$ cat config.mk
export PLATFORM = sky130hd
export DESIGN_NAME = ethernet_frame_tx_fcs_flat
export DESIGN_NICKNAME = d
export VERILOG_FILES = /design/src/hw/rtl/efcs_pkg.sv /design/src/hw/rtl/efcs_if.sv /design/src/hw/rtl/efcs_front.sv /design/src/hw/rtl/efcs_queue.sv /design/src/hw/rtl/efcs_back.sv /design/src/hw/rtl/ethernet_frame_tx_fcs.sv /design/src/flat_wrapper.sv
export SDC_FILE = /design/constraint.sdc
export NUM_CORES = 1
export LEC_CHECK = 0
export BUFFER_PORTS_ARGS = -buffer_cell sky130_fd_sc_hd__buf_2
export CORE_MARGIN = 2
export CORE_UTILIZATION = 50
export DETAILED_ROUTE_END_ITERATION = 10
export GPL_TIMING_DRIVEN = 0
export PLACE_DENSITY = 0.7
export SLEW_MARGIN = 20
export SYNTH_ARGS = -nofsm -noshare
export SYNTH_HDL_FRONTEND = slang
export SYNTH_HIERARCHICAL = 1
export SYNTH_SLANG_ARGS = --single-unit
$ cat constraint.sdc
create_clock -name clk -period 12.04 [get_ports clk]
set_clock_uncertainty 0.05 [all_clocks]
set_input_delay 1.204 -clock clk [delete_from_list [all_inputs] [get_ports clk]]
set_output_delay 1.204 -clock clk [all_outputs]
set_load 0.01 [all_outputs]
$ cat src/hw/rtl/efcs_pkg.sv
package efcs_pkg;

  localparam logic [31:0] CRC_POLY = 32'hEDB88320;
  localparam logic [31:0] CRC_INIT = 32'hFFFFFFFF;
  localparam int HDR_LEN = 14;
  localparam int FCS_LEN = 4;
  localparam int CNT_W = 4;
  localparam logic [CNT_W-1:0] HDR_LAST = CNT_W'(HDR_LEN - 1);
  localparam logic [CNT_W-1:0] FCS_LAST = CNT_W'(FCS_LEN - 1);

  typedef struct packed {
    logic        first;
    logic        has;
    logic        last;
    logic [7:0]  pbyte;
    logic [47:0] dmac;
    logic [15:0] etype;
  } cmd_t;

  typedef enum logic [1:0] {
    STEP_START,
    STEP_HDR,
    STEP_DATA,
    STEP_FCS
  } step_t;

  function automatic logic [31:0] crc_byte(input logic [31:0] crc, input logic [7:0] b);
    logic [31:0] c;
    c = crc ^ {24'h0, b};
    for (int k = 0; k < 8; k++) begin
      if (c[0]) begin
        c = (c >> 1) ^ CRC_POLY;
      end else begin
        c = c >> 1;
      end
    end
    return c;
  endfunction

endpackage

$ cat src/hw/rtl/efcs_if.sv
interface efcs_in_if;
  logic        valid;
  logic        ready;
  logic [7:0]  payload_byte;
  logic        has_byte;
  logic        last_byte;
  logic [47:0] dest_mac;
  logic [15:0] ether_type;

  modport source (output valid, payload_byte, has_byte, last_byte, dest_mac, ether_type,
                  input ready);
  modport sink (input valid, payload_byte, has_byte, last_byte, dest_mac, ether_type,
                output ready);
endinterface

interface efcs_out_if;
  logic       valid;
  logic       ready;
  logic [7:0] frame_byte;
  logic       frame_end;

  modport source (output valid, frame_byte, frame_end, input ready);
  modport sink (input valid, frame_byte, frame_end, output ready);
endinterface

$ cat src/hw/rtl/efcs_front.sv
module efcs_front
  import efcs_pkg::*;
(
  input  logic        clk,
  input  logic        rst_n,
  input  logic        in_valid,
  output logic        in_ready,
  input  logic [7:0]  in_payload_byte,
  input  logic        in_has_byte,
  input  logic        in_last_byte,
  input  logic [47:0] in_dest_mac,
  input  logic [15:0] in_ether_type,
  input  logic        q_full,
  output logic        q_push,
  output cmd_t        q_wdata
);

  logic in_frame_r;
  logic in_frame_nxt;

  assign in_ready = !q_full;
  assign q_push   = in_valid && !q_full;

  always_comb begin
    q_wdata.first = !in_frame_r;
    q_wdata.has   = in_has_byte;
    q_wdata.last  = in_last_byte;
    q_wdata.pbyte = in_payload_byte;
    q_wdata.dmac  = in_dest_mac;
    q_wdata.etype = in_ether_type;
    in_frame_nxt  = in_frame_r;
    if (q_push) begin
      in_frame_nxt = !in_last_byte;
    end
  end

  always_ff @(posedge clk) begin
    if (!rst_n) begin
      in_frame_r <= 1'b0;
    end else begin
      in_frame_r <= in_frame_nxt;
    end
  end

endmodule

$ cat src/hw/rtl/efcs_queue.sv
module efcs_queue
  import efcs_pkg::*;
#(
  parameter int DEPTH = 2
) (
  input  logic clk,
  input  logic rst_n,
  input  logic push,
  input  cmd_t wdata,
  output logic full,
  input  logic pop,
  output logic not_empty,
  output cmd_t rdata
);

  localparam int PW = (DEPTH > 1) ? $clog2(DEPTH) : 1;
  localparam int CW = $clog2(DEPTH + 1);
  localparam logic [PW-1:0] PTR_LAST = PW'(DEPTH - 1);
  localparam logic [CW-1:0] CNT_FULL = CW'(DEPTH);

  cmd_t          mem [DEPTH];
  logic [PW-1:0] wr_ptr_r, wr_ptr_nxt;
  logic [PW-1:0] rd_ptr_r, rd_ptr_nxt;
  logic [CW-1:0] count_r, count_nxt;

  assign full      = (count_r == CNT_FULL);
  assign not_empty = (count_r != '0);
  assign rdata     = mem[rd_ptr_r];

  always_comb begin
    wr_ptr_nxt = wr_ptr_r;
    rd_ptr_nxt = rd_ptr_r;
    count_nxt  = count_r;
    if (push) begin
      wr_ptr_nxt = (wr_ptr_r == PTR_LAST) ? '0 : wr_ptr_r + 1'b1;
    end
    if (pop) begin
      rd_ptr_nxt = (rd_ptr_r == PTR_LAST) ? '0 : rd_ptr_r + 1'b1;
    end
    if (push && !pop) begin
      count_nxt = count_r + 1'b1;
    end else if (pop && !push) begin
      count_nxt = count_r - 1'b1;
    end
  end

  always_ff @(posedge clk) begin
    if (push) begin
      mem[wr_ptr_r] <= wdata;
    end
  end

  always_ff @(posedge clk) begin
    if (!rst_n) begin
      wr_ptr_r <= '0;
      rd_ptr_r <= '0;
      count_r  <= '0;
    end else begin
      wr_ptr_r <= wr_ptr_nxt;
      rd_ptr_r <= rd_ptr_nxt;
      count_r  <= count_nxt;
    end
  end

endmodule

$ cat src/hw/rtl/efcs_back.sv
module efcs_back
  import efcs_pkg::*;
(
  input  logic        clk,
  input  logic        rst_n,
  input  logic [47:0] source_mac,
  input  logic        q_valid,
  input  cmd_t        q_rdata,
  output logic        q_pop,
  output logic        out_valid,
  input  logic        out_ready,
  output logic [7:0]  out_frame_byte,
  output logic        out_frame_end
);

  step_t            step_r, step_nxt;
  logic [CNT_W-1:0] cnt_r, cnt_nxt;
  logic [31:0]      crc_r, crc_nxt;
  logic             out_valid_r, out_valid_nxt;
  logic [7:0]       byte_r, byte_nxt;
  logic             end_r, end_nxt;

  step_t        cur;
  step_t        after;
  logic         can_emit;
  logic         emit;
  logic [111:0] hdr;
  logic [31:0]  fcs;
  logic [31:0]  crc_in;
  logic [7:0]   cur_byte;

  assign out_valid      = out_valid_r;
  assign out_frame_byte = byte_r;
  assign out_frame_end  = end_r;

  always_comb begin
    cur = step_r;
    if (step_r == STEP_START) begin
      if (q_rdata.first) begin
        cur = STEP_HDR;
      end else if (q_rdata.has) begin
        cur = STEP_DATA;
      end else if (q_rdata.last) begin
        cur = STEP_FCS;
      end else begin
        cur = STEP_START;
      end
    end

    hdr      = {q_rdata.dmac, source_mac, q_rdata.etype};
    fcs      = ~crc_r;
    can_emit = !out_valid_r || out_ready;
    emit     = q_valid && (cur != STEP_START) && can_emit;
    crc_in   = (cur == STEP_HDR && cnt_r == '0) ? CRC_INIT : crc_r;

    case (cur)
      STEP_HDR:  cur_byte = hdr[(HDR_LEN - 1 - int'(cnt_r)) * 8 +: 8];
      STEP_DATA: cur_byte = q_rdata.pbyte;
      STEP_FCS:  cur_byte = fcs[int'(cnt_r[1:0]) * 8 +: 8];
      default:   cur_byte = 8'h00;
    endcase

    after = STEP_START;
    case (cur)
      STEP_HDR: begin
        if (q_rdata.has) begin
          after = STEP_DATA;
        end else if (q_rdata.last) begin
          after = STEP_FCS;
        end
      end
      STEP_DATA: begin
        if (q_rdata.last) begin
          after = STEP_FCS;
        end
      end
      default: after = STEP_START;
    endcase

    step_nxt      = step_r;
    cnt_nxt       = cnt_r;
    crc_nxt       = crc_r;
    q_pop         = 1'b0;
    out_valid_nxt = out_valid_r;
    byte_nxt      = byte_r;
    end_nxt       = end_r;

    if (out_ready) begin
      out_valid_nxt = 1'b0;
    end

    if (q_valid && cur == STEP_START) begin
      q_pop    = 1'b1;
      step_nxt = STEP_START;
      cnt_nxt  = '0;
    end else if (emit) begin
      out_valid_nxt = 1'b1;
      byte_nxt      = cur_byte;
      end_nxt       = (cur == STEP_FCS) && (cnt_r == FCS_LAST);
      if (cur != STEP_FCS) begin
        crc_nxt = crc_byte(crc_in, cur_byte);
      end
      if ((cur == STEP_HDR && cnt_r != HDR_LAST) ||
          (cur == STEP_FCS && cnt_r != FCS_LAST)) begin
        step_nxt = cur;
        cnt_nxt  = cnt_r + 1'b1;
      end else begin
        cnt_nxt = '0;
        if (after == STEP_START) begin
          q_pop    = 1'b1;
          step_nxt = STEP_START;
        end else begin
          step_nxt = after;
        end
      end
    end
  end

  always_ff @(posedge clk) begin
    if (!rst_n) begin
      step_r      <= STEP_START;
      cnt_r       <= '0;
      crc_r       <= CRC_INIT;
      out_valid_r <= 1'b0;
    end else begin
      step_r      <= step_nxt;
      cnt_r       <= cnt_nxt;
      crc_r       <= crc_nxt;
      out_valid_r <= out_valid_nxt;
    end
  end

  always_ff @(posedge clk) begin
    byte_r <= byte_nxt;
    end_r  <= end_nxt;
  end

endmodule

$ cat src/hw/rtl/ethernet_frame_tx_fcs.sv
// Ethernet frame builder with CRC-32 frame check sequence.
// in_if carries payload requests: payload_byte, has_byte, last_byte, and on
// the first request of a packet dest_mac and ether_type. out_if carries the
// frame in wire order, one byte per transfer; frame_end marks the last FCS byte.
// cfg_we/cfg_wdata load the station source MAC; write it between packets.
// The first request of a packet yields the 14-byte header (destination,
// source, type, most significant byte first), then its byte if has_byte is
// set; a request with last_byte yields the 4 FCS bytes, least significant first.
// An accepted request's first byte passes through the request queue and the
// output register before it appears on out_if when the sequencer is idle.
// Throughput: one output byte per cycle, set by the output sequencer, while
// requests are queued and out_if.ready is not held low. The input stalls
// while the QDEPTH-entry request queue is full.
// Reset clears the queue, the sequencer and the output valid flag; the source
// MAC returns to zero. When the receiver holds out_if.ready low, the output
// byte holds, the sequencer waits and the queue fills, then in_if.ready drops.
module ethernet_frame_tx_fcs
  import efcs_pkg::*;
#(
  parameter int QDEPTH = 2
) (
  input  logic        clk,
  input  logic        rst_n,
  efcs_in_if.sink     in_if,
  efcs_out_if.source  out_if,
  input  logic        cfg_we,
  input  logic [47:0] cfg_wdata
);

  logic [47:0] source_mac_r;
  logic        q_full;
  logic        q_push;
  logic        q_pop;
  logic        q_valid;
  cmd_t        q_wdata;
  cmd_t        q_rdata;

  always_ff @(posedge clk) begin
    if (!rst_n) begin
      source_mac_r <= '0;
    end else if (cfg_we) begin
      source_mac_r <= cfg_wdata;
    end
  end

  efcs_front u_front (
    .clk             (clk),
    .rst_n           (rst_n),
    .in_valid        (in_if.valid),
    .in_ready        (in_if.ready),
    .in_payload_byte (in_if.payload_byte),
    .in_has_byte     (in_if.has_byte),
    .in_last_byte    (in_if.last_byte),
    .in_dest_mac     (in_if.dest_mac),
    .in_ether_type   (in_if.ether_type),
    .q_full          (q_full),
    .q_push          (q_push),
    .q_wdata         (q_wdata)
  );

  efcs_queue #(
    .DEPTH (QDEPTH)
  ) u_queue (
    .clk       (clk),
    .rst_n     (rst_n),
    .push      (q_push),
    .wdata     (q_wdata),
    .full      (q_full),
    .pop       (q_pop),
    .not_empty (q_valid),
    .rdata     (q_rdata)
  );

  efcs_back u_back (
    .clk            (clk),
    .rst_n          (rst_n),
    .source_mac     (source_mac_r),
    .q_valid        (q_valid),
    .q_rdata        (q_rdata),
    .q_pop          (q_pop),
    .out_valid      (out_if.valid),
    .out_ready      (out_if.ready),
    .out_frame_byte (out_if.frame_byte),
    .out_frame_end  (out_if.frame_end)
  );

endmodule

$ cat src/flat_wrapper.sv
// flat-port wrapper written by rule: the top's interface ports become plain ports
module ethernet_frame_tx_fcs_flat import efcs_pkg::*;
#(
  parameter int QDEPTH = 2
)
  (clk, rst_n, cfg_we, cfg_wdata, in_if_valid, in_if_payload_byte, in_if_has_byte, in_if_last_byte, in_if_dest_mac, in_if_ether_type, in_if_ready, out_if_valid, out_if_frame_byte, out_if_frame_end, out_if_ready);
  efcs_in_if in_if_i ();
  efcs_out_if out_if_i ();
  input  logic clk;
  input  logic rst_n;
  input  logic cfg_we;
  input  logic [47:0] cfg_wdata;
  input wire logic [$bits(in_if_i.valid)-1:0] in_if_valid;
  input wire logic [$bits(in_if_i.payload_byte)-1:0] in_if_payload_byte;
  input wire logic [$bits(in_if_i.has_byte)-1:0] in_if_has_byte;
  input wire logic [$bits(in_if_i.last_byte)-1:0] in_if_last_byte;
  input wire logic [$bits(in_if_i.dest_mac)-1:0] in_if_dest_mac;
  input wire logic [$bits(in_if_i.ether_type)-1:0] in_if_ether_type;
  output wire logic [$bits(in_if_i.ready)-1:0] in_if_ready;
  output wire logic [$bits(out_if_i.valid)-1:0] out_if_valid;
  output wire logic [$bits(out_if_i.frame_byte)-1:0] out_if_frame_byte;
  output wire logic [$bits(out_if_i.frame_end)-1:0] out_if_frame_end;
  input wire logic [$bits(out_if_i.ready)-1:0] out_if_ready;
  assign in_if_i.valid = in_if_valid;
  assign in_if_i.payload_byte = in_if_payload_byte;
  assign in_if_i.has_byte = in_if_has_byte;
  assign in_if_i.last_byte = in_if_last_byte;
  assign in_if_i.dest_mac = in_if_dest_mac;
  assign in_if_i.ether_type = in_if_ether_type;
  assign in_if_ready = in_if_i.ready;
  assign out_if_valid = out_if_i.valid;
  assign out_if_frame_byte = out_if_i.frame_byte;
  assign out_if_frame_end = out_if_i.frame_end;
  assign out_if_i.ready = out_if_ready;
  ethernet_frame_tx_fcs #(.QDEPTH(QDEPTH)) u_core (.clk(clk), .rst_n(rst_n), .in_if(in_if_i), .out_if(out_if_i), .cfg_we(cfg_we), .cfg_wdata(cfg_wdata));
endmodule
==> results of run 1 <==
==> kinds of logic (layout without fill, tap and decap cells) <==
kind of cell	Yosys count	after routing	synth area share (%)
flops	252	252	53.0
simple gates	211	211	8.61
mux	169	169	17.3
buf+inv	138	256	8.02
compound gates	107	107	6.28
xor+xnor	66	66	5.78
fa+ha+maj	10	10	0.999
other cells	0	1	0
==> Yosys cell counts (4+ instances only) <==
master | number | area, um2
buf_4 | 78 | 586
o21a_1 | 4 | 30.0
nand2_1 | 57 | 214
a21oi_1 | 17 | 85.1
a221o_1 | 9 | 90.1
mux4_2 | 21 | 473
nand3_1 | 6 | 30.0
nor2_1 | 53 | 199
dfxtp_1 | 93 | 1860
mux4_1 | 6 | 158
o21ai_0 | 18 | 90.1
xor2_1 | 15 | 131
ha_1 | 10 | 125
o211ai_1 | 27 | 203
nor3b_1 | 4 | 30.0
a22oi_1 | 4 | 30.0
buf_6 | 9 | 101
mux2_2 | 83 | 935
mux2i_1 | 56 | 561
or3_1 | 7 | 43.8
buf_12 | 7 | 140
inv_1 | 9 | 33.8
buf_2 | 9 | 45.0
a31oi_1 | 4 | 25.0
nand2b_1 | 4 | 25.0
and2_1 | 4 | 25.0
xnor2_1 | 39 | 342
nor3_1 | 6 | 30.0
edfxtp_1 | 159 | 4770
clkbuf_1 | 23 | 86.3
xnor2_2 | 5 | 81.3
nor2b_1 | 52 | 325
==> final cells by class <==
class / count / area, um2 / share of cell area, %
diodes: 1 / 2.50 / 0.0175
plain buffers: 127 / 962 / 6.73
clock buffers: 43 / 865 / 6.05
clock inverters: 7 / 38.8 / 0.271
inverters: 11 / 41.3 / 0.289
multi-input cells: 563 / 4890 / 34.2
flip-flops and latches: 252 / 6640 / 46.4
well taps: 324 / 405 / 2.84
repair buffers: 68 / 453 / 3.17
==> flip-flops by register name (all words and copies together), names as in the netlist, named ones only <==
name and cells:
u_core/u_back/out_frame_end 1, u_core/u_back/out_valid 1, u_core/source_mac_r 48, u_core/u_back/step_r 2
u_core/u_queue/rd_ptr_r 1, u_core/u_back/cnt_r 4, u_core/u_front/in_frame_r 1, u_core/u_queue/wr_ptr_r 1
u_core/u_back/crc_r 32, u_core/u_queue/count_r 2, u_core/u_back/out_frame_byte 8, u_core/u_queue/mem 150
==> power by group through the flow <==
stage | Combinational, mW | Sequential [mW] | Clock [mW]
detailed placement | 1.61 | 1.15 | 0
floorplan | 1.25 | 1.14 | 0
global placement | 1.56 | 1.15 | 0
finish | 1.64 | 1.13 | 0.825
CTS | 1.62 | 1.13 | 0.840
global route | 1.75 | 1.14 | 0.879
==> per-layer routing <==
metal | up-vias | wire length (um) | track usage (%)
met1 | 3747 | 12400 | 30.5
met2 | 304 | 13400 | 35.0
li1 | 3578 | - | -
met4 | 0 | 580 | 5.91
met3 | 42 | 1900 | 3.42
met5 | - | 0 | 0
==> metrics by stage <==
step           utilization (%)  instance area [um2]  cells  worst slack [ns]
3_3_place_gp              54.1                13200   1340              4.64
2_1_floorplan                -                12500    953              6.74
4_1_cts                   58.4                14300   1395              6.98
5_1_grt                   58.4                14300   1395              6.47
6_report                  58.4                14300   1396              6.88
3_5_place_dp              54.7                13400   1345              7.02
==> worst max-delay path, cell delays in order, from the launching register on <==
cell	delay, ns
dfxtp_1	0.35
buf_2	0.27
mux2_2	0.42
inv_1	0.08
a21oi_1	0.06
nor2_1	0.09
nor2_1	0.08
inv_1	0.10
ha_1	0.14
buf_2	0.21
nor4bb_1	0.30
clkbuf_1	0.32
clkbuf_1	0.47
clkbuf_1	0.50
o21ai_0	0.13
o21ai_0	0.18
a211oi_4	0.13
xnor2_1	0.58
xnor2_1	0.26
xnor2_1	0.20
a31oi_1	0.09
==> path summary, 6_finish.rpt <==
check | to | cells past startpoint
min reg2reg | u_core/u_back/crc_r[31]$_SDFFE_PN1P_ | 2
min | u_core/u_back/crc_r[31]$_SDFFE_PN1P_ | 2
max reg2reg | u_core/u_back/crc_r[18]$_SDFFE_PN1P_ | 20
max | u_core/u_back/crc_r[18]$_SDFFE_PN1P_ | 20
==> results.py, run 1 <==
metrics = {
    "yosys": {
        "synth_cell_types": 70,
        "synth_seq_area_share_pct": 53.0,
        "async_flop_share_pct": 0,
        "syn_inst": 953,
        "synth_area_um2": 12500,
        "syn_area_per_cell_um2": 13.1,
        "synth-seq-cells": 252,
        "syn-num-nets": 1090,
        "synth_edf_count": 159,
        "ys.flop_type": "edfxtp_1",
        "yosysWarnings": 6,
    },
    "floorplan": {
        "io_pins": 138,
        "rows": 57,
        "initial_core_util_pct": 51.2,
        "die_w_um": 162,
        "fp.dieH_um": 162,
        "coreArea_um2": 24500,
        "die_area_um2": 26300,
    },
    "power": {
        "pwr-share-seq_pct": 31.4,
        "comb_power_share_pct": 45.6,
        "sw_frac_of_total_pct": 35.7,
        "p_int_mw": 2.31,
        "vdd_ir_drop_max_v": 0.000152,
        "clkPwrFrac_pct": 23.0,
        "p_switching_mw": 1.28,
        "powerDensity_nw_per_um2": 251,
        "p_leak_nw": 5.46,
        "power_mw": 3.59,
    },
    "global_route": {
        "grt_pass1_wl_um": 43900,
        "grt_max_degree": 53,
        "grt_pass1_vias": 7743,
        "antenna_found_initial": 0,
        "grt_overflow": 0,
        "gr-usage-all-layers_pct": 21.6,
    },
    "sta": {
        "period_share_pct": 42.9,
        "period_minus_slack_ns": 5.16,
        "setup_viol": 0,
        "fmax_ghz": 0.194,
        "rsz0062_at_grt": "false",
        "maxSlewViolCount": 0,
        "setup_tns_ns": 0,
        "whs_ns": 0.447,
        "tightest_slew_ns": 0.655,
        "hold_viol": 0,
        "slew_headroom_pct": 56.0,
    },
    "cells_and_area": {
        "fillCellCount": 1949,
        "layout_commonest_cell": "edfxtp_1",
        "syn2layout_area_growth_pct": 14.2,
        "drive_gt1_share_pct": 32.8,
        "layout_common_cells": "edfxtp_1, dfxtp_1, mux2_2",
        "nets": 1187,
    },
    "route": {
        "drt_iter0_drc": 682,
        "wl_per_cell_um": 20.3,
        "vias": 7671,
        "detail-route-antenna-nets": 0,
        "viasPerCell": 5.49,
        "post-route-drc-count": 0,
        "routed_wl_um": 28400,
        "dr.pass1.iters": 5,
    },
    "setup_path": {
        "startpoint_type": "register",
        "cp_max_fo": 10,
        "crit_path_end_kind": "register",
        "worstPathArrival_ns": 5.52,
        "rrSetupSlack_ns": 6.88,
        "crit_type": "register to register",
        "crit_required_ns": 12.40,
    },
    "placed_design": {
        "port_buffers": 63,
        "gp_congestion": 0.897,
        "place_hpwl_um": 20300,
    },
    "clock_network": {
        "numCtsBuffers": 27,
        "cts_setup_buffers": 0,
        "htreeDepth": 1,
        "root_buffer": "clkbuf_16",
        "clockBufferDepth": 3,
        "cts_resized": 0,
        "holdBufCountCts": 0,
        "clk_latency_ns": 0.54,
        "cts.sinks": 252,
        "path_clk_slew_ns": 0.06,
        "cts_tree": "yes",
    },
    "flow_run": {
        "drv_cap": 0,
    },
    "hold_path": {
        "hp-class": "register to register",
        "min-delay-start": "u_core/u_back/crc_r[31]$_SDFFE_PN1P_",
    },
    "status": {
        "outcome": "complete, no violations",
    },
}
Power figures use the tool's default switching activity.
==> inputs of run 2 (changes only) <==
--- a/config.mk
+++ b/config.mk
@@ -10,7 +10,7 @@
 export CORE_UTILIZATION = 50
 export DETAILED_ROUTE_END_ITERATION = 10
 export GPL_TIMING_DRIVEN = 0
-export PLACE_DENSITY = 0.7
+export PLACE_DENSITY = 0.72
 export SLEW_MARGIN = 20
 export SYNTH_ARGS = -nofsm -noshare
 export SYNTH_HDL_FRONTEND = slang
==> constraint.sdc (replaced) <==
create_clock -name clk -period 4.13 [get_ports clk]
set_clock_uncertainty 0.05 [all_clocks]
set_input_delay 0.413 -clock clk [delete_from_list [all_inputs] [get_ports clk]]
set_output_delay 0.413 -clock clk [all_outputs]
set_load 0.01 [all_outputs]
==> results.py, run 2 (synthesis gave the netlist of run 1 again) <==
metrics = {
    "setup_path": {
        "startpoint_type": "register",
        "worstPathArrival_ns": 4.42,
        "cp_max_fo": 10,
        "crit_path_end_kind": "register",
        "crit_type": "register to register",
        "crit_required_ns": 4.55,
    },
    "clock_network": {
        "htreeDepth": 1,
        "cts.sinks": 252,
        "root_buffer": "clkbuf_16",
        "clockBufferDepth": 3,
        "numCtsBuffers": 27,
        "path_clk_slew_ns": 0.06,
        "clk_latency_ns": 0.56,
        "cts_tree": "yes",
    },
    "route": {
        "drt_iter0_drc": 744,
        "post-route-drc-count": 0,
        "detail-route-antenna-nets": 0,
        "vias": 8188,
        "viasPerCell": 5.47,
        "dr.pass1.iters": 6,
        "wl_per_cell_um": 20.1,
        "routed_wl_um": 30000,
    },
    "cells_and_area": {
        "fin_cells": 1496,
        "antenna_cells": 0,
        "largest_reg_flops": 150,
        "fillCellCount": 1822,
        "drive_gt1_share_pct": 34.9,
        "regMostFlops": "u_core/u_queue/mem",
        "syn2layout_area_growth_pct": 24.2,
        "layout_common_cells": "edfxtp_1, buf_4, dfxtp_1",
        "nets": 1288,
        "reg.largest.list": "u_core/u_queue/mem x150, u_core/source_mac_r x48, u_core/u_back/crc_r x32",
        "layout_commonest_cell": "edfxtp_1",
    },
    "hold_path": {
        "hp-class": "input pin to register",
    },
    "global_route": {
        "grt_overflow": 0,
        "grt_max_degree": 46,
        "grt_pass1_vias": 8087,
        "gr-usage-all-layers_pct": 22.4,
        "antenna_found_initial": 0,
        "grt_pass1_wl_um": 45700,
    },
    "floorplan": {
        "rows": 57,
        "fp.dieH_um": 162,
        "initial_core_util_pct": 51.2,
        "die_w_um": 162,
        "die_area_um2": 26300,
        "coreArea_um2": 24500,
        "io_pins": 138,
    },
    "sta": {
        "period_minus_slack_ns": 4.00,
        "setup_viol": 0,
        "fmax_ghz": 0.250,
        "maxSlewViolCount": 0,
        "tightest_slew_ns": 0.623,
        "hold_viol": 0,
        "period_share_pct": 96.8,
        "slew_headroom_pct": 58.5,
    },
    "power": {
        "sw_frac_of_total_pct": 34.9,
        "comb_power_share_pct": 51.2,
        "p_switching_mw": 4.15,
        "powerDensity_nw_per_um2": 764,
        "power_mw": 11.9,
        "vdd_ir_drop_max_v": 0.000632,
        "p_leak_nw": 6.01,
        "clkPwrFrac_pct": 21.0,
        "pwr-share-seq_pct": 27.8,
        "p_int_mw": 7.73,
    },
    "placed_design": {
        "place_hpwl_um": 20100,
        "port_buffers": 63,
        "dp.cells": 1344,
        "gp_congestion": 0.898,
    },
    "flow_run": {
        "drv_cap": 0,
    },
    "status": {
        "outcome": "complete, no violations",
    },
}
run 2: metrics by stage:
stage          util (%)  area (um2)  setup slack (ns)  hold WS, ns  TNS, ns
6_report           63.6       15600             0.132       0.0206        0
5_1_grt            63.6       15600           -0.0136      0.00175  -0.0171
4_1_cts            62.6       15300            0.0131     0.000173        0
3_5_place_dp       54.6       13300            -0.905        0.434   -20.82
3_3_place_gp       54.1       13200            -0.853        0.415   -42.75
2_1_floorplan         -       12500            0.0916        0.393        0
run 2: final cells by class:
cell class,instances,area (um2),area share [%]
Sequential cell,252,6640,42.7
Multi-Input combinational cell,563,5080,32.7
Timing Repair Buffer,170,1450,9.29
Buffer,126,1010,6.47
Clock buffer,34,722,4.64
Tap cell,324,405,2.61
Clock inverter,16,205,1.32
Inverter,11,43.8,0.282
run 2: path summary, 6_finish.rpt:
kind              slack (ns)                                   end  cells after the start                                   start
setup reg to reg        0.13  u_core/u_back/crc_r[17]$_SDFFE_PN1P_                     14     u_core/u_back/cnt_r[1]$_SDFFE_PP0P_
setup / recovery        0.13  u_core/u_back/crc_r[17]$_SDFFE_PN1P_                     14     u_core/u_back/cnt_r[1]$_SDFFE_PP0P_
hold reg to reg         0.44   u_core/u_queue/mem[1][74]$_DFFE_PP_                      1  u_core/u_front/in_frame_r$_SDFFE_PN0P_
hold / removal          0.02   u_core/u_queue/mem[1][69]$_DFFE_PP_                      1                   in_if_payload_byte[5]
run 2: timing repair:
| item | CTS | global route |
|---|---|---|
| hold endpoints to repair | 134 | 0 |
| hold buffers | 68 | 0 |
| gates cloned | 0 | 0 |
| buffers inserted | 23 | 12 |
| pin swaps | 11 | 12 |
| gates resized for setup | 25 | 37 |
| endpoints found under the setup margin | 34 | 33 |
run 2: power groups by stage:
stage          registers [mW]  logic (mW)  clock network (mW)
5_1_grt                  3.34        6.47                2.64
6_report                 3.30        6.09                2.49
3_3_place_gp             3.35        4.56                   0
4_1_cts                  3.30        5.46                2.54
3_5_place_dp             3.34        4.66                   0
2_1_floorplan            3.33        3.65                   0
run 2: routing by layer:
| layer | track usage, % | share of wire, % | vias up |
|---|---|---|---|
| li1 | - | - | 3785 |
| met4 | 4.95 | 2.1 | 0 |
| met3 | 3.52 | 7.1 | 61 |
| met5 | 0 | 0 | - |
| met1 | 31.0 | 43 | 4015 |
| met2 | 37.7 | 48 | 327 |
run 2: critical path, cell delays in order (launching register included):
cell      delay, ns
dfxtp_2        0.41
buf_4          0.24
inv_1          0.19
ha_4           0.31
nor2b_1        0.13
clkbuf_1       0.19
a221o_1        0.38
a21oi_1        0.39
nor3b_1        0.17
a211oi_4       0.29
buf_12         0.16
xor3_2         0.45
xnor2_1        0.15
or3_1          0.32
nand4_1        0.09
